`src/sv/h264_annexb_nal_splitter_assert.svh`:
```
// Assertion shorthands shared by the NAL splitter RTL.
// Each expects clk_i and rst_ni in the enclosing scope.
`ifndef H264_ANNEXB_NAL_SPLITTER_ASSERT_SVH
`define H264_ANNEXB_NAL_SPLITTER_ASSERT_SVH

// Same-cycle implication, checked outside reset.
`define H264NAL_ASSERT_IMPL(label, ante, cons) \
  label: assert property (@(posedge clk_i) disable iff (!rst_ni) (ante) |-> (cons)) \
    else $error("h264nal assertion failed");

// Next-cycle implication, checked outside reset.
`define H264NAL_ASSERT_NEXT(label, ante, cons) \
  label: assert property (@(posedge clk_i) disable iff (!rst_ni) (ante) |=> (cons)) \
    else $error("h264nal assertion failed");

`endif

```
`src/sv/h264nal_pkg.sv`:
```
`default_nettype none

package h264nal_pkg;

  // Header byte field and the NAL types that the parser tells apart
  localparam logic [7:0] NAL_TYPE_MASK   = 8'h1f;
  localparam logic [4:0] NAL_TYPE_SLICE  = 5'd1;
  localparam logic [4:0] NAL_TYPE_IDR    = 5'd5;
  localparam logic [4:0] NAL_TYPE_SPS    = 5'd7;
  localparam logic [4:0] NAL_TYPE_PPS    = 5'd8;

  // Start code bytes
  localparam logic [7:0] BYTE_ZERO       = 8'h00;
  localparam logic [7:0] BYTE_ONE        = 8'h01;

  // Zero run tracking: two zeros arm a start code, three is the ceiling
  localparam logic [1:0] ZERO_RUN_ARM    = 2'd2;
  localparam logic [1:0] ZERO_RUN_MAX    = 2'd3;

  typedef enum logic [1:0] {
    ACT_DISCARD = 2'd0,
    ACT_SPS     = 2'd1,
    ACT_PPS     = 2'd2,
    ACT_SAMPLE  = 2'd3
  } action_e;

  // One unit descriptor
  typedef struct packed {
    logic [4:0]  unit_type;
    logic [23:0] unit_length;
    logic        length_saturated;
    action_e     unit_action;
    logic [7:0]  profile_byte;
    logic [7:0]  compat_byte;
    logic [7:0]  level_byte;
    logic        final_unit;
  } desc_t;

endpackage

`default_nettype wire

```
`src/sv/h264nal_parser.sv`:
```
`default_nettype none

module h264nal_parser
  import h264nal_pkg::*;
#(
  parameter int LENGTH_BITS = 24
) (
  input  wire logic       clk_i,
  input  wire logic       rst_ni,
  input  wire logic       fire_i,
  input  wire logic [7:0] byte_i,
  input  wire logic       eos_i,
  output logic            res_valid_o,
  output desc_t           res_o
);

  localparam int LB = LENGTH_BITS;
  localparam int SW = LB + 1;
  localparam int OW = (LB > 24) ? LB : 24;
  localparam logic [LB-1:0] LEN_MAX = {LB{1'b1}};

  logic [1:0]    zero_run_q, zero_run_d;
  logic          inside_q, inside_d;
  logic [LB-1:0] count_q, count_d;
  logic [7:0]    header_q, header_d;
  logic [23:0]   ahb_q, ahb_d;
  logic          ovf_q, ovf_d;

  logic          is_zero, is_one, armed;
  logic [SW-1:0] sum_z, sum_zb, sum_fin;
  logic          emit_norm, emit_fin;
  logic [OW-1:0] len_norm_w, len_fin_w;
  logic [LB-1:0] len_fin;
  logic          ovf_fin;
  logic [4:0]    type_norm;
  action_e       act_norm;

  // Map a header type to its action
  function automatic action_e type_action(input logic [4:0] t);
    action_e a;
    a = ACT_DISCARD;
    if (t == NAL_TYPE_SPS) begin
      a = ACT_SPS;
    end else if (t == NAL_TYPE_PPS) begin
      a = ACT_PPS;
    end else if (t == NAL_TYPE_SLICE || t == NAL_TYPE_IDR) begin
      a = ACT_SAMPLE;
    end
    return a;
  endfunction

  assign is_zero = (byte_i == BYTE_ZERO);
  assign is_one  = (byte_i == BYTE_ONE);
  assign armed   = (zero_run_q >= ZERO_RUN_ARM);

  // Position of a committed byte after its pending zeros, and the count after it
  assign sum_z  = SW'(count_q) + SW'(zero_run_q);
  assign sum_zb = sum_z + SW'(1);

  // Next state for one byte
  always_comb begin
    zero_run_d = zero_run_q;
    inside_d   = inside_q;
    count_d    = count_q;
    header_d   = header_q;
    ahb_d      = ahb_q;
    ovf_d      = ovf_q;
    emit_norm  = 1'b0;
    if (!inside_q) begin
      if (is_zero) begin
        if (zero_run_q != ZERO_RUN_MAX) begin
          zero_run_d = zero_run_q + 2'd1;
        end
      end else if (is_one && armed) begin
        inside_d   = 1'b1;
        zero_run_d = '0;
        count_d    = '0;
        header_d   = '0;
        ahb_d      = '0;
        ovf_d      = 1'b0;
      end else begin
        zero_run_d = '0;
      end
    end else if (count_q == '0) begin
      // Header byte, even if zero
      header_d = byte_i;
      count_d  = LB'(1);
    end else if (is_zero) begin
      if (zero_run_q == ZERO_RUN_MAX) begin
        // Oldest pending zero joins the unit
        if (count_q == LEN_MAX) begin
          ovf_d = 1'b1;
        end else begin
          count_d = count_q + LB'(1);
        end
      end else begin
        zero_run_d = zero_run_q + 2'd1;
      end
    end else if (is_one && armed) begin
      emit_norm  = 1'b1;
      zero_run_d = '0;
      count_d    = '0;
      header_d   = '0;
      ahb_d      = '0;
      ovf_d      = 1'b0;
    end else begin
      // Commit pending zeros, then this byte
      if (sum_z == SW'(1)) begin
        ahb_d[23:16] = byte_i;
      end else if (sum_z == SW'(2)) begin
        ahb_d[15:8] = byte_i;
      end else if (sum_z == SW'(3)) begin
        ahb_d[7:0] = byte_i;
      end
      if (sum_zb > SW'(LEN_MAX)) begin
        count_d = LEN_MAX;
        ovf_d   = 1'b1;
      end else begin
        count_d = sum_zb[LB-1:0];
      end
      zero_run_d = '0;
    end
    if (eos_i) begin
      zero_run_d = '0;
      inside_d   = 1'b0;
      count_d    = '0;
      header_d   = '0;
      ahb_d      = '0;
      ovf_d      = 1'b0;
    end
  end

  // Final unit: pending zeros count as unit bytes
  assign emit_fin = eos_i && !emit_norm && inside_q && (inside_d || eos_i)
                    && (count_q != '0 || !(is_one && armed) || !inside_q)
                    && 1'b1;

  // Unit state as it stands after this byte, before the end-of-stream clear
  logic          in_post;
  logic [LB-1:0] cnt_post;
  logic [1:0]    zr_post;
  logic          ovf_post;
  logic [7:0]    hdr_post;

  always_comb begin
    in_post  = inside_q;
    cnt_post = count_q;
    zr_post  = zero_run_q;
    ovf_post = ovf_q;
    hdr_post = header_q;
    if (!inside_q) begin
      in_post = is_one && armed;
      cnt_post = '0;
      zr_post  = '0;
      ovf_post = 1'b0;
      hdr_post = '0;
    end else if (count_q == '0) begin
      cnt_post = LB'(1);
      hdr_post = byte_i;
    end else if (is_zero) begin
      if (zero_run_q == ZERO_RUN_MAX) begin
        if (count_q == LEN_MAX) begin
          ovf_post = 1'b1;
        end else begin
          cnt_post = count_q + LB'(1);
        end
      end else begin
        zr_post = zero_run_q + 2'd1;
      end
    end else if (is_one && armed) begin
      cnt_post = '0;
      zr_post  = '0;
    end else begin
      zr_post = '0;
      if (sum_zb > SW'(LEN_MAX)) begin
        cnt_post = LEN_MAX;
        ovf_post = 1'b1;
      end else begin
        cnt_post = sum_zb[LB-1:0];
      end
    end
  end

  assign sum_fin = SW'(cnt_post) + SW'(zr_post);
  assign ovf_fin = ovf_post || (sum_fin > SW'(LEN_MAX));
  assign len_fin = (sum_fin > SW'(LEN_MAX)) ? LEN_MAX : sum_fin[LB-1:0];

  logic fin_take;
  assign fin_take = eos_i && !emit_norm && in_post && (cnt_post != '0);

  assign type_norm  = header_q[4:0] & NAL_TYPE_MASK[4:0];
  assign act_norm   = type_action(type_norm);
  assign len_norm_w = OW'(count_q);
  assign len_fin_w  = OW'(len_fin);

  // Build the descriptor for this byte
  always_comb begin
    res_o = '0;
    if (emit_norm) begin
      res_o.unit_type        = type_norm;
      res_o.unit_length      = len_norm_w[23:0];
      res_o.length_saturated = ovf_q;
      res_o.unit_action      = act_norm;
      if (act_norm == ACT_SPS) begin
        res_o.profile_byte = ahb_q[23:16];
        res_o.compat_byte  = ahb_q[15:8];
        res_o.level_byte   = ahb_q[7:0];
      end
    end else begin
      res_o.unit_type        = hdr_post[4:0] & NAL_TYPE_MASK[4:0];
      res_o.unit_length      = len_fin_w[23:0];
      res_o.length_saturated = ovf_fin;
      res_o.unit_action      = ACT_SAMPLE;
      res_o.final_unit       = 1'b1;
    end
  end

  assign res_valid_o = fire_i && (emit_norm || (fin_take && emit_fin));

  // Advance the parse state on each accepted beat
  always_ff @(posedge clk_i or negedge rst_ni) begin
    if (!rst_ni) begin
      zero_run_q <= '0;
      inside_q   <= 1'b0;
      count_q    <= '0;
      header_q   <= '0;
      ahb_q      <= '0;
      ovf_q      <= 1'b0;
    end else if (fire_i) begin
      zero_run_q <= zero_run_d;
      inside_q   <= inside_d;
      count_q    <= count_d;
      header_q   <= header_d;
      ahb_q      <= ahb_d;
      ovf_q      <= ovf_d;
    end
  end

endmodule

`default_nettype wire

```
`src/sv/h264_annexb_nal_splitter.sv`:
```
// The descriptor of a unit is registered into the output slot, or the one-entry
// skid slot while m_axis stalls, from the beat that closes it (the start code's
// 01 byte or the end-of-stream beat). Throughput: one stream byte per cycle while
// the skid slot is empty; the parse update and the result register sit in a single
// stage. Reset: rst_ni clears the parse state and both slot flags, not the payloads.
`default_nettype none
`include "h264_annexb_nal_splitter_assert.svh"

module h264_annexb_nal_splitter
  import h264nal_pkg::*;
#(
  parameter int LENGTH_BITS = 24
) (
  input  wire logic        clk_i,
  input  wire logic        rst_ni,
  input  wire logic        s_axis_tvalid,
  output logic             s_axis_tready,
  input  wire logic [7:0]  s_axis_tdata,  // [7:0] stream_byte
  input  wire logic        s_axis_tlast,  // end_of_stream
  output logic             m_axis_tvalid,
  input  wire logic        m_axis_tready,
  // [4:0] unit_type, [28:5] unit_length, [29] length_saturated,
  // [37:30] profile_byte, [45:38] constraint_byte, [53:46] level_byte, [55:54] zero
  output logic [55:0]      m_axis_tdata,
  output logic [1:0]       m_axis_tuser,  // [1:0] unit_action
  output logic             m_axis_tlast   // final_unit
);

  localparam logic [LENGTH_BITS-1:0] LEN_MAX = {LENGTH_BITS{1'b1}};
  localparam int OW = (LENGTH_BITS > 24) ? LENGTH_BITS : 24;
  localparam logic [OW-1:0] LEN_MAX_W = OW'(LEN_MAX);

  logic  s_fire, m_fire;
  logic  res_valid;
  desc_t res;
  logic  out_v_q, out_v_d;
  logic  skid_v_q, skid_v_d;
  desc_t out_q, out_d;
  desc_t skid_q, skid_d;

  assign s_axis_tready = !skid_v_q;
  assign s_fire        = s_axis_tvalid && s_axis_tready;
  assign m_fire        = out_v_q && m_axis_tready;

  h264nal_parser #(
    .LENGTH_BITS(LENGTH_BITS)
  ) u_parser (
    .clk_i      (clk_i),
    .rst_ni     (rst_ni),
    .fire_i     (s_fire),
    .byte_i     (s_axis_tdata),
    .eos_i      (s_axis_tlast),
    .res_valid_o(res_valid),
    .res_o      (res)
  );

  // Steer results into the output slot or the skid slot
  always_comb begin
    out_v_d  = out_v_q;
    skid_v_d = skid_v_q;
    out_d    = out_q;
    skid_d   = skid_q;
    if (skid_v_q) begin
      if (m_fire) begin
        out_d    = skid_q;
        skid_v_d = 1'b0;
      end
    end else if (res_valid) begin
      if (!out_v_q || m_fire) begin
        out_d   = res;
        out_v_d = 1'b1;
      end else begin
        skid_d   = res;
        skid_v_d = 1'b1;
      end
    end else if (m_fire) begin
      out_v_d = 1'b0;
    end
  end

  // Hold the slot flags
  always_ff @(posedge clk_i or negedge rst_ni) begin
    if (!rst_ni) begin
      out_v_q  <= 1'b0;
      skid_v_q <= 1'b0;
    end else begin
      out_v_q  <= out_v_d;
      skid_v_q <= skid_v_d;
    end
  end

  // Hold the slot payloads
  always_ff @(posedge clk_i) begin
    out_q  <= out_d;
    skid_q <= skid_d;
  end

  // Pack the output beat
  assign m_axis_tvalid = out_v_q;
  assign m_axis_tdata  = {2'b00, out_q.level_byte, out_q.compat_byte, out_q.profile_byte,
                          out_q.length_saturated, out_q.unit_length, out_q.unit_type};
  assign m_axis_tuser  = out_q.unit_action;
  assign m_axis_tlast  = out_q.final_unit;

  `H264NAL_ASSERT_IMPL(a_skid_behind_out, skid_v_q, out_v_q)
  `H264NAL_ASSERT_IMPL(a_final_is_sample, out_v_q && out_q.final_unit, out_q.unit_action == ACT_SAMPLE)
  `H264NAL_ASSERT_IMPL(a_sps_bytes_only, out_v_q && out_q.unit_action != ACT_SPS, m_axis_tdata[53:30] == 24'd0)
  `H264NAL_ASSERT_IMPL(a_sat_at_max, out_v_q && out_q.length_saturated, out_q.unit_length == LEN_MAX_W[23:0])
  `H264NAL_ASSERT_NEXT(a_result_lands, s_fire && res_valid, out_v_q)

endmodule

`default_nettype wire

```
`config.mk`:
```
export PLATFORM = sky130hd
export DESIGN_NAME = h264_annexb_nal_splitter
export DESIGN_NICKNAME = d
export VERILOG_FILES = /design/src/sv/h264nal_pkg.sv /design/src/sv/h264nal_parser.sv /design/src/sv/h264_annexb_nal_splitter.sv
export VERILOG_INCLUDE_DIRS = /design/src /design/src/sv
export SDC_FILE = /design/constraint.sdc
export NUM_CORES = 1
export LEC_CHECK = 0
export ABC_AREA = 0
export BUFFER_PORTS_ARGS = -buffer_cell sky130_fd_sc_hd__buf_2
export CAP_MARGIN = 40
export CORE_MARGIN = 2
export CORE_UTILIZATION = 50
export CTS_CLUSTER_DIAMETER = 200
export CTS_CLUSTER_SIZE = 25
export DETAILED_ROUTE_END_ITERATION = 12
export HOLD_SLACK_MARGIN = 0.03
export MAX_ROUTING_LAYER = met4
export PLACE_DENSITY = 0.68
export SYNTH_ARGS = -nofsm -noshare
export SYNTH_HDL_FRONTEND = slang
export SYNTH_SLANG_ARGS = --single-unit
```
`constraint.sdc`:
```
create_clock -name clk_i -period 25.4 [get_ports clk_i]
set_input_delay 1.27 -clock clk_i [delete_from_list [all_inputs] [get_ports clk_i]]
set_output_delay 1.27 -clock clk_i [all_outputs]
set_load 0.1 [all_outputs]
```
# Word level (Yosys, flattened, before mapping)
# Index checks and enable logic that the tools add are counted.
# totals
mem_count	0
input_bits	13
ramBits	0
wordCells	175
output_inout_bits	61
ff_bits	176
rom_bits	0
latchBits	0
# op_classes
shifts	0
n_mux	76
n_eq_ne	20
reduce_logical	43
magnitude_cmp	3
div_mod_pow	0
n_bitwise	2
add_sub_neg	5
n_mul	0
# ops
cell	count
$mux 24	19
$mux 57	4
$mux 8	9
$add 24x2->25	2
$eq 25x2->1 const B	2
$gt 25x24->1 const B	2
$reduce_bool 24->1	2
$mux 32	1
$mux 1	29
$add 25x1->25 const B	1
$eq 25x1->1 const B	1
$add 24x1->24 const B	1
$eq 24x24->1 const B	1
$logic_not 24->1	1
$mux 2	11
$mux 16	1
$ne 4x3->1 const B	3
$reduce_and 3->1	4
$reduce_bool 4->1	3
$logic_and 1x1->1	11
$eq 5x3->1 const B	2
$mux 5	2
$eq 8x1->1 const B	1
$logic_not 8->1	1
20 further kinds	35

# Depth between registers and ports, before layout
# Gate-level depths: netlist of run 1.
# logic_depth
depth_word	16
mapped_depth	25
mapped_depth_nobuf	22

# Hierarchy
# Synthesis of run 1 repeated with hierarchy kept, for this count alone.
# hier_totals
cells_unflattened	1104
area_unflattened_um2	11471.0
# modules_own_cells
module	cells_each	area_per_inst_um2	seq_area_each_um2	n_inst
h264nal_parser	911	6937.9	1426.4	1
h264_annexb_nal_splitter	193	4533.1	3473.3	1

# Least setup slack after synthesis of run 1
# Ideal clock, no wire load.
# synth_timing
kind	reg-to-reg
startpoint	register u_parser.count_q[0]
endpoint	register skid_q[0] (netlist bit), enable pin
setup_slack_ns	16.098
t_arrival_ns	8.747
n_path_buf	3
required_time_ns	24.845
setup_time_ns	0.555
period_less_slack_ns	9.302
path_stages_with_launch	18
cell_sequence	dfrtp_1 ha_1 fa_1 ha_1 nand2_1 o31ai_1 nand3_1 or4_1 clkbuf_1 o21a_1 clkbuf_1 clkbuf_1 a221oi_1 nor3_1 nand3_1 nor2_1 a211o_1 nor3b_1
# synth_via
elab_chain_cells	14
word_cells_on_any_way	30
cone_classes	3 x add/sub; 1 x order compare; 1 x eq/ne; 9 x mux; 16 x reduce/logical
# synth_rtl
item	line_no	rtl
start, declared	h264nal_parser.sv:24	logic [LB-1:0] count_q, count_d;
start signal, assigned	h264nal_parser.sv:232	count_q <= count_d;
$add 24x2->25	h264nal_parser.sv:57	assign sum_z = SW'(count_q) + SW'(zero_run_q);
$add 25x1->25	h264nal_parser.sv:58	assign sum_zb = sum_z + SW'(1);
$gt 25x24->1	h264nal_parser.sv:175	if (sum_zb > SW'(LEN_MAX)) begin
$mux 24	h264nal_parser.sv:175	
$mux 24	h264nal_parser.sv:170	end else if (is_one && armed) begin
$mux 24	h264nal_parser.sv:160	end else if (is_zero) begin
$mux 24	h264nal_parser.sv:157	end else if (count_q == '0) begin
$mux 24	h264nal_parser.sv:151	if (!inside_q) begin
$reduce_bool 24->1	h264nal_parser.sv:189	assign fin_take = eos_i && !emit_norm && in_post && (cnt_post != '0);
$logic_and 1x1->1	h264nal_parser.sv:189	
$logic_and 1x1->1	h264nal_parser.sv:218	assign res_valid_o = fire_i && (emit_norm || (fin_take && emit_fin));
$logic_or 1x1->1 *	h264nal_parser.sv:218	
$logic_and 1x1->1 *	h264nal_parser.sv:218	
$reduce_and 3->1 (no source line) *	--	
end signal, assigned	h264_annexb_nal_splitter.sv:95	skid_q <= skid_d;
end, declared	h264_annexb_nal_splitter.sv:39	desc_t skid_q, skid_d;
# Every way passes the cells marked *; elsewhere a longest branch is shown, timed or not.
# A chain may end at the register's enable or synchronous reset.

==> results of run 1 <==
-- area by class of cell --
class / instances / area (um2) / share of cell area
Tap cell: 275 / 344 / 0.0293
Clock inverter: 15 / 174 / 0.0148
Multi-Input combinational cell: 749 / 5310 / 0.453
Inverter: 22 / 82.6 / 0.00704
Timing Repair Buffer: 88 / 487 / 0.0415
Clock buffer: 17 / 425 / 0.0363
Sequential cell: 173 / 4900 / 0.418
-- metal layers --
layer / GRT usage / share of wire
met1: 0.391 / 0.45
met2: 0.417 / 0.46
met3: 0.0422 / 0.063
met4: 0.102 / 0.030
met5: - / 0
-- cells in the mapped netlist, types with 23 or more instances --
library cell,n,share of area
sky130_fd_sc_hd__mux2_2,79,0.084
sky130_fd_sc_hd__clkbuf_1,42,0.015
sky130_fd_sc_hd__nand2_1,81,0.029
sky130_fd_sc_hd__nor4_1,23,0.014
sky130_fd_sc_hd__xnor2_1,56,0.046
sky130_fd_sc_hd__dfrtp_1,59,0.14
sky130_fd_sc_hd__and2_1,37,0.022
sky130_fd_sc_hd__nor2_1,62,0.022
sky130_fd_sc_hd__o21ai_0,37,0.018
sky130_fd_sc_hd__edfxtp_1,114,0.32
sky130_fd_sc_hd__a21oi_1,40,0.019
sky130_fd_sc_hd__nor3_1,31,0.015
-- stage by stage --
stage / std cells / instance area (um2) / power, mW / utilization
after floorplan: 1010 / 10600 / 0.309 / -
after global placement: 1305 / 11100 / 0.314 / 0.532
after detailed placement: 1307 / 11100 / 0.315 / 0.533
after CTS: 1339 / 11700 / 0.574 / 0.561
after global routing: 1339 / 11700 / 0.585 / 0.561
final: 1339 / 11700 / 0.568 / 0.561
-- registers in the layout, summed over array words and instances (netlist names), 2 cells and up --
signal and flops:
u_parser.header_q 5, u_parser.count_q 24, u_parser.ahb_q 24, m_axis_tuser 2, m_axis_tdata 54, u_parser.zero_run_q 2
skid_q 57
-- path summary, 6_finish.rpt --
check                                              endpoint                       startpoint
max in group asynchronous   u_parser.count_q[5]$_DFFE_PN0P_                           rst_ni
hold reg to reg               u_parser.ahb_q[0]$_DFFE_PN0P_    u_parser.ahb_q[0]$_DFFE_PN0P_
min in group asynchronous  u_parser.count_q[14]$_DFFE_PN0P_                           rst_ni
setup reg to reg                  m_axis_tdata[8]$_DFFE_PP_  u_parser.count_q[0]$_DFFE_PN0P_
setup / recovery                  m_axis_tdata[8]$_DFFE_PP_  u_parser.count_q[0]$_DFFE_PN0P_
hold / removal                u_parser.ahb_q[0]$_DFFE_PN0P_    u_parser.ahb_q[0]$_DFFE_PN0P_
-- power by group --
group | internal (mW) | switching [mW]
sequential | 0.297 | 0.000169
clock | 0.133 | 0.127
combinational | 0.00273 | 0.00811
total | 0.433 | 0.135
-- cell families (layout without fill, tap and decap cells) --
group,count (synthesis),after routing,share of synthesized area
simple gates,368,368,0.190
mux,83,83,0.0880
compound gates,202,202,0.138
xor+xnor,78,78,0.0647
flops,173,173,0.464
fa+ha+maj,16,16,0.0201
buf+inv,88,142,0.0349
other cells,1,2,0.000355
-- worst max-delay path, delay by kind of cell, from the launching register on --
kind                     cells  cell delay, ns
multiplexers                 1            0.20
AO/OA/AOI/OAI                7            2.16
flip-flops                   1            0.43
AND/OR/NAND/NOR              7            2.56
buffers and inverters        3            0.54
adder cells (fa/ha/maj)      5            1.78
==> impl_metrics.tcl, run 1 <==
set metrics [dict create \
    run_status "finished, final reports clean" \
    ctsHoldBuffers 0 \
    synth.yosys.warnings 0 \
    resized_cells_post_cts 0 \
    finalNetCount 1079 \
    io_buffer_count 71 \
    place.gp.congestion 1.03 \
    root_buffer "sky130_fd_sc_hd__clkbuf_16" \
    gr-total-overflow 0 \
    tritoncts "yes" \
    drt-wirelength-per-cell_um 22.3 \
    cts_buffer_depth 2 \
    synth-seq-cells 173 \
    clkTransAtPathRegs_ns 0.08 \
    endpoint_arrival_time_on_the_critical_path_ns 8.11 \
    timing.reg2reg.setup_slack_ns 17.59 \
    htreeDepth 4 \
    layout.cells.most_common "sky130_fd_sc_hd__edfxtp_1" \
    worstRegToRegCells 23 \
    min_path_cells 1 \
    synth_sequential_area_ratio 0.464 \
    avgViaCountPerCell 6.29 \
    number_of_instances_in_the_synthesized_netlist 1009 \
    synth_async_sr_flop_share 0.341 \
    grt_max_degree 60 \
    initial_utilization 0.506 \
    first_pass_grt_wire_length_mm 46.6 \
    placement.setup.worst_slack_ns 17.72 \
    vdd_ir_drop_max_mv 0.0413 \
    critical_path.endpoint_type "register" \
    drt.antenna.violating_nets 0 \
    period_share 0.307 \
    syn2layout_area_growth_pct 11.0 \
    vias_in_the_first_global_route 8025 \
    antenna_cells 0 \
    timing.critical_path.cells "ha_1 -> fa_1 -> ha_1 -> nand2_1 -> o31ai_1 -> nand3_1 -> or4_1 -> or2_4 -> a31oi_1 -> o21ai_0 -> inv_1 -> ha_1 -> inv_1 -> fa_1 -> nand4b_1 -> nor2_1 -> o211ai_1 -> a211o_1 -> or4_4 -> o21ai_2 -> buf_4 -> a2bb2oi_1 -> mux2_2" \
    finalHoldViolCount 0 \
    number_of_distinct_library_cells_after_synthesis 78 \
    timing_worst_slew_pin_value_ns 0.924 \
    timing.critical_path.fanout_max 14 \
    timing.critical_path.slowest_cell_delay_ns 0.80 \
    overall_global_routing_usage 0.280 \
    timing.fmax_mhz 128 \
    rsz0062_at_grt "false" \
    worstSetupStartpointType "register" \
    synth_top_flop_cell "sky130_fd_sc_hd__edfxtp_1" \
    hold-worst-slack_ns 0.502 \
    critical-path-slowest-cell "sky130_fd_sc_hd__or4_1" \
    fp.dieArea_um2 22300 \
    fp.coreArea_um2 20900 \
    clock_skew_ns 0.0180 \
    remaining_drc_errors 0 \
    nFillCells 1813 \
    pwr_density_cell_nw_per_um2 48.4 \
    cts_setup_buffers 0 \
    dr_total_vias 8418 \
    cts.sinks 173 \
    final.setup.worst_slack_ns 17.59 \
    syn_avg_cell_area_um2 10.5 \
    hold_class "register to register" \
    cpMostUsedCell "sky130_fd_sc_hd__ha_1" \
    drt_wl_total_mm 29.9 \
    drive_gt1_frac 0.218 \
    placement_rows 53 \
    layout_common_cells "sky130_fd_sc_hd__edfxtp_1, sky130_fd_sc_hd__nand2_1, sky130_fd_sc_hd__mux2_2, sky130_fd_sc_hd__buf_2, sky130_fd_sc_hd__nor2_1" \
    antenna_violations_before_repair 0 \
    setup_viol 0 \
    timing.max_slew.rel_slack 0.378 \
    clock_latency_ns 0.44 \
    number_of_flops_mapped_to_enable_cells_by_yosys 114 \
    drt_iter0_drc 769 \
    dp_hpwl_mm 21.1 \
    slew_violations 0 \
    power.static_leakage_nw 4.54 \
    cts_buffers 17 \
    critical_path_required_ns 25.70 \
    io-pin-count 74 \
    layout_min_cycle_time_ns 7.81 \
    totalNegativeSetupSlack_ns 0 \
    dieHeight_um 149 \
    detailedRoute.firstPassIterationCount 5 \
    post_synth_instance_area_um2 10600 \
    crit_type "register to register" \
    chipWidth_um 149 \
    max_cap_viols 0 \
]
Note: power is estimated with default switching activity, not from simulation.
==> run 2: changes to the inputs <==
clock period = 7.85 ns   (was 25.4 ns; I/O delays follow)
==> run 2 against run 1 <==
  * Routed wire length grew 1.7%
  * Non-clock buffer count grew 13
  * Sequential cell count is the same
  * Worst setup slack lost 17 ns
  * Via count shrank 0.50%
  * Fmax grew 8.1%
  * Die area is the same
  * Combinational power grew to 3.3 times the previous value
  * Utilization grew 0.71 points
  * Clock skew shrank 0.0039 ns
  * Sequential share of layout area shrank 0.52 points
  * Critical path depth is the same
  * Critical path type unchanged
  * Largest power group unchanged
==> impl_metrics.tcl, run 2 (synthesis results as in run 1) <==
set metrics [dict create \
    dieHeight_um 149 \
    drt_wl_total_mm 30.4 \
    timing.critical_path.cells "ha_1 -> fa_1 -> ha_1 -> nand2_1 -> o31ai_1 -> nand3_1 -> buf_4 -> or4_1 -> or2_4 -> a31oi_1 -> o21ai_0 -> inv_1 -> ha_1 -> inv_1 -> fa_1 -> nand4b_1 -> nor2_1 -> o211ai_1 -> a211o_1 -> or4_4 -> or3_1 -> a22o_1 -> mux2_2" \
    cpMostUsedCell "sky130_fd_sc_hd__ha_1" \
    finalNetCount 1092 \
    clock_skew_ns 0.0141 \
    cts_buffer_depth 2 \
    place_area_um2 11200 \
    drt.antenna.violating_nets 0 \
    drt-wirelength-per-cell_um 22.5 \
    power.static_leakage_nw 4.64 \
    layout_common_cells "sky130_fd_sc_hd__edfxtp_1, sky130_fd_sc_hd__nand2_1, sky130_fd_sc_hd__mux2_2, sky130_fd_sc_hd__buf_2, sky130_fd_sc_hd__nor2_1" \
    drt_iter0_drc 798 \
    clock_latency_ns 0.45 \
    tritoncts "yes" \
    ctsHoldBuffers 0 \
    largest-register "skid_q" \
    clkTransAtPathRegs_ns 0.09 \
    hold-worst-slack_ns 0.117 \
    largest_reg_flops 57 \
    fp.dieArea_um2 22300 \
    io-pin-count 74 \
    layout.cells.most_common "sky130_fd_sc_hd__edfxtp_1" \
    antenna_violations_before_repair 0 \
    place.gp.congestion 1.02 \
    remaining_drc_errors 0 \
    endpoint_arrival_time_on_the_critical_path_ns 7.41 \
    timing_worst_slew_pin_value_ns 0.938 \
    antenna_cells 0 \
    pwr_density_cell_nw_per_um2 161 \
    vias_in_the_first_global_route 8059 \
    totalNegativeSetupSlack_ns 0 \
    crit_family "simple AND/OR/NAND/NOR gates" \
    vdd_ir_drop_max_mv 0.153 \
    grt_max_degree 62 \
    finalHoldViolCount 0 \
    crit_type "register to register" \
    setup_viol 0 \
    critical_path.endpoint_type "register" \
    cts_setup_buffers 0 \
    timing.critical_path.fanout_max 10 \
    io_buffer_count 71 \
    timing.fmax_mhz 139 \
    post-route-util 0.568 \
    final.setup.worst_slack_ns 0.631 \
    rsz0062_at_grt "false" \
    htreeDepth 4 \
    drive_gt1_frac 0.227 \
    worst-path-buf-inv 3 \
    dr_total_vias 8376 \
    slew_violations 0 \
    critical_path_required_ns 8.04 \
    fp.coreArea_um2 20900 \
    avgViaCountPerCell 6.20 \
    root_buffer "sky130_fd_sc_hd__clkbuf_16" \
    resized_cells_post_cts 0 \
    design_area_um2 11900 \
    first_pass_grt_wire_length_mm 46.6 \
    detailedRoute.firstPassIterationCount 5 \
    run_status "finished, final reports clean" \
    placement.setup.worst_slack_ns 0.736 \
    overall_global_routing_usage 0.285 \
    cts_buffers 17 \
    chipWidth_um 149 \
    worstSetupStartpointType "register" \
    critical-path-slowest-cell "sky130_fd_sc_hd__or4_1" \
    cts.sinks 173 \
    period_share 0.920 \
    syn2layout_area_growth_pct 12.4 \
    placement_rows 53 \
    hold_class "primary input to async pin" \
    timing.critical_path.slowest_cell_delay_ns 0.68 \
    max_cap_viols 0 \
    gr-total-overflow 0 \
    timing.max_slew.rel_slack 0.375 \
    dp_hpwl_mm 21.4 \
    layout_min_cycle_time_ns 7.22 \
    initial_utilization 0.506 \
]
[run 2: worst paths after layout]
path                                            startpoint                          endpoint  slack, ns  cells after the start
max                        u_parser.count_q[0]$_DFFE_PN0P_        m_axis_tdata[27]$_DFFE_PP_       0.63                     23
min                                                 rst_ni  u_parser.count_q[14]$_DFFE_PN0P_       0.12                      2
max reg2reg                u_parser.count_q[0]$_DFFE_PN0P_        m_axis_tdata[27]$_DFFE_PP_       0.63                     23
min reg2reg                 u_parser.ahb_q[22]$_DFFE_PN0P_    u_parser.ahb_q[22]$_DFFE_PN0P_       0.50                      1
max in group asynchronous                           rst_ni     u_parser.ahb_q[5]$_DFFE_PN0P_       7.16                      2
min in group clk_i                         s_axis_tdata[3]  u_parser.header_q[3]$_DFFE_PN0P_       0.21                      2
[run 2: through the flow]
step / total power, mW / cells
floorplan: 1.00 / 1010
global placement: 1.02 / 1317
detailed placement: 1.02 / 1320
CTS: 1.92 / 1352
global route: 1.96 / 1352
finish: 1.91 / 1352
[run 2: worst register-to-register path, cell delays in order, from the launching register on]
cell and delay (ns):
sky130_fd_sc_hd__dfrtp_1 0.43, sky130_fd_sc_hd__ha_1 0.30, sky130_fd_sc_hd__fa_1 0.64, sky130_fd_sc_hd__ha_1 0.31, sky130_fd_sc_hd__nand2_1 0.12, sky130_fd_sc_hd__o31ai_1 0.48, sky130_fd_sc_hd__nand3_1 0.12, sky130_fd_sc_hd__buf_4 0.21
sky130_fd_sc_hd__or4_1 0.68, sky130_fd_sc_hd__or2_4 0.32, sky130_fd_sc_hd__a31oi_1 0.19, sky130_fd_sc_hd__o21ai_0 0.13, sky130_fd_sc_hd__inv_1 0.14, sky130_fd_sc_hd__ha_1 0.17, sky130_fd_sc_hd__inv_1 0.06, sky130_fd_sc_hd__fa_1 0.39
sky130_fd_sc_hd__nand4b_1 0.25, sky130_fd_sc_hd__nor2_1 0.19, sky130_fd_sc_hd__o211ai_1 0.23, sky130_fd_sc_hd__a211o_1 0.37, sky130_fd_sc_hd__or4_4 0.45, sky130_fd_sc_hd__or3_1 0.33, sky130_fd_sc_hd__a22o_1 0.21, sky130_fd_sc_hd__mux2_2 0.27
[run 2: layout make-up]
cell class,instances,area [um2]
clock buffers,17,425
repair buffers,101,586
flip-flops and latches,173,4900
clock inverters,15,218
inverters,22,82.6
fillers,1843,9010
well taps,275,344
multi-input cells,749,5320
[run 2: power breakdown]
| group | switching [mW] | internal [mW] | total [mW] |
|---|---|---|---|
| registers | 0.000500 | 0.962 | 0.963 |
| logic | 0.0267 | 0.00890 | 0.0356 |
| clock network | 0.442 | 0.467 | 0.909 |
[run 2: per-layer routing]
metal,up-vias,GRT usage,share of wire
li1,3877,-,-
met1,4148,0.399,0.46
met2,313,0.428,0.46
met3,38,0.0410,0.060
met4,0,0.0924,0.019
met5,-,-,0
==> run 3: changes to the inputs <==
PLACE_DENSITY = 0.66   (was 0.68)
==> run 3 against run 2 <==
  * Critical path depth decreased by 1
  * Clock skew grew 0.0033 ns
  * Routed wire length rose by 0.81%
  * Worst hold slack got worse by 0.021 ns
  * Sequential power barely moved
  * Combinational power hardly changed
  * Sequential cell count stayed put
  * Clock power shrank 7.2%
  * Worst setup slack gained 0.046 ns
  * Sequential share of layout area grew 0.23 points
==> impl_metrics.tcl, run 3 (synthesis results as in run 1) <==
set metrics [dict create \
    run_status "finished, final reports clean" \
    totalNegativeSetupSlack_ns 0 \
    power.net_switching_mw 0.442 \
    clock_latency_ns 0.44 \
    grt_max_degree 61 \
    syn2layout_area_growth_pct 11.8 \
    root_buffer "sky130_fd_sc_hd__clkbuf_16" \
    clock_skew_ns 0.0175 \
    antenna_violations_before_repair 0 \
    rsz0062_at_grt "false" \
    dp_hpwl_mm 21.5 \
    first_pass_grt_wire_length_mm 47.4 \
    clkTransAtPathRegs_ns 0.07 \
    tritoncts "yes" \
    layout.cells.most_common "sky130_fd_sc_hd__edfxtp_1" \
    avgViaCountPerCell 6.26 \
    critical_path_required_ns 8.03 \
    timing.rr.end "m_axis_tdata[27]$_DFFE_PP_" \
    finalNetCount 1088 \
    p_comb_frac 0.019 \
    overall_global_routing_usage 0.289 \
    setup_viol 0 \
    ctsHoldBuffers 0 \
    layout_common_cells "sky130_fd_sc_hd__edfxtp_1, sky130_fd_sc_hd__nand2_1, sky130_fd_sc_hd__mux2_2, sky130_fd_sc_hd__buf_2, sky130_fd_sc_hd__nor2_1" \
    initial_utilization 0.506 \
    post-route-util 0.565 \
    resized_cells_post_cts 0 \
    io-pin-count 74 \
    timing.reg2reg.setup_slack_ns 0.68 \
    chipWidth_um 149 \
    crit_type "register to register" \
    fp.coreArea_um2 20900 \
    timing_worst_slew_pin_value_ns 0.958 \
    period_share 0.914 \
    max_cap_viols 0 \
    remaining_drc_errors 0 \
    detailedRoute.firstPassIterationCount 5 \
    power_switching_share 0.240 \
    dr_total_vias 8443 \
    hold_class "primary input to async pin" \
    intPower_mw 1.40 \
    pwr-share-seq 0.523 \
    fp.dieArea_um2 22300 \
    worstSetupStartpointType "register" \
    worstRegToRegCells 22 \
    timing.critical_path.fanout_max 6 \
    rr_startpoint "u_parser.count_q[0]$_DFFE_PN0P_" \
    vdd_ir_drop_max_mv 0.142 \
    endpoint_arrival_time_on_the_critical_path_ns 7.36 \
    cts_setup_buffers 0 \
    critPathLaunch "u_parser.count_q[0]$_DFFE_PN0P_" \
    pwr_density_cell_nw_per_um2 156 \
    layout_min_cycle_time_ns 7.17 \
    antenna_cells 0 \
    drt_wl_total_mm 30.7 \
    drt.antenna.violating_nets 0 \
    place_inst 1316 \
    cts_buffer_depth 2 \
    largest-register "skid_q" \
    finalNonFillerCells 1348 \
    cts_buffers 17 \
    drt_iter0_drc 809 \
    placement_rows 53 \
    drt-wirelength-per-cell_um 22.8 \
    timing.fmax_mhz 139 \
    power.static_leakage_nw 4.60 \
    clock_power_share 0.458 \
    largest_reg_flops 57 \
    place.gp.congestion 1.03 \
    slew_violations 0 \
    drive_gt1_frac 0.224 \
    timing.max_slew.rel_slack 0.359 \
    gr-total-overflow 0 \
    vias_in_the_first_global_route 8014 \
    finalHoldViolCount 0 \
    cts.sinks 173 \
    io_buffer_count 71 \
    critical_path.endpoint_type "register" \
    dieHeight_um 149 \
    htreeDepth 4 \
]
[run 3: through the flow]
step / hold slack (ns) / setup slack (ns) / instance area [um2] / power [mW]
floorplan: 0.0969 / 0.553 / 10600 / 1.00
global placement: 0.481 / 0.970 / 11200 / 1.02
detailed placement: 0.487 / 0.788 / 11200 / 1.02
CTS: 0.157 / 0.760 / 11800 / 1.86
global route: 0.169 / 0.172 / 11800 / 1.89
finish: 0.0968 / 0.677 / 11800 / 1.84
[run 3: worst max-delay path by stage]
stage                                       to  slack (ns)  cells after the start
floorplan                  skid_q[0]$_DFFE_PP_        0.55                     17
finish              m_axis_tdata[27]$_DFFE_PP_        0.68                     22
global route         m_axis_tdata[5]$_DFFE_PP_        0.17                     23
CTS                  m_axis_tdata[8]$_DFFE_PP_        0.76                     23
detailed placement   m_axis_tdata[5]$_DFFE_PP_        0.79                     23
global placement     m_axis_tdata[5]$_DFFE_PP_        0.97                     23
[run 3: metal layers]
metal | part of all wire | up-vias | global-route usage
li1 | - | 3878 | -
met2 | 0.45 | 359 | 0.428
met5 | 0 | - | -
met4 | 0.030 | 0 | 0.0933
met3 | 0.061 | 69 | 0.0376
met1 | 0.46 | 4137 | 0.413
[run 3: area by class of cell]
cell class	instances	area, um2
clock buffer	18	429
clock inverter	14	168
tap	275	344
timing repair buffer	97	566
sequential	173	4900
inverter	22	82.6
fill	1797	9080
multi-input combinational	749	5320
[run 3: critical path, stage by stage, from the launching register on]
cell	delay [ns]
sky130_fd_sc_hd__dfrtp_1	0.42
sky130_fd_sc_hd__ha_1	0.29
sky130_fd_sc_hd__fa_1	0.62
sky130_fd_sc_hd__ha_1	0.29
sky130_fd_sc_hd__nand2_1	0.12
sky130_fd_sc_hd__o31ai_1	0.54
sky130_fd_sc_hd__nand3_1	0.20
sky130_fd_sc_hd__or4_1	0.71
sky130_fd_sc_hd__or2_4	0.32
sky130_fd_sc_hd__a31oi_1	0.18
sky130_fd_sc_hd__o21ai_0	0.12
sky130_fd_sc_hd__inv_1	0.15
sky130_fd_sc_hd__ha_1	0.19
sky130_fd_sc_hd__inv_1	0.06
sky130_fd_sc_hd__fa_1	0.39
sky130_fd_sc_hd__nand4b_1	0.23
sky130_fd_sc_hd__nor2_1	0.18
sky130_fd_sc_hd__o211ai_1	0.24
sky130_fd_sc_hd__a211o_1	0.39
sky130_fd_sc_hd__or4_4	0.45
sky130_fd_sc_hd__or3_1	0.31
sky130_fd_sc_hd__a22o_1	0.22
sky130_fd_sc_hd__mux2_2	0.26
[run 3: power groups by stage]
| stage | clock, mW | combinational [mW] | sequential, mW |
|---|---|---|---|
| 2_1_floorplan | 0 | 0.0185 | 0.983 |
| 3_3_place_gp | 0 | 0.0351 | 0.983 |
| 3_5_place_dp | 0 | 0.0356 | 0.983 |
| 4_1_cts | 0.856 | 0.0358 | 0.963 |
| 5_1_grt | 0.890 | 0.0389 | 0.963 |
| 6_report | 0.844 | 0.0356 | 0.963 |
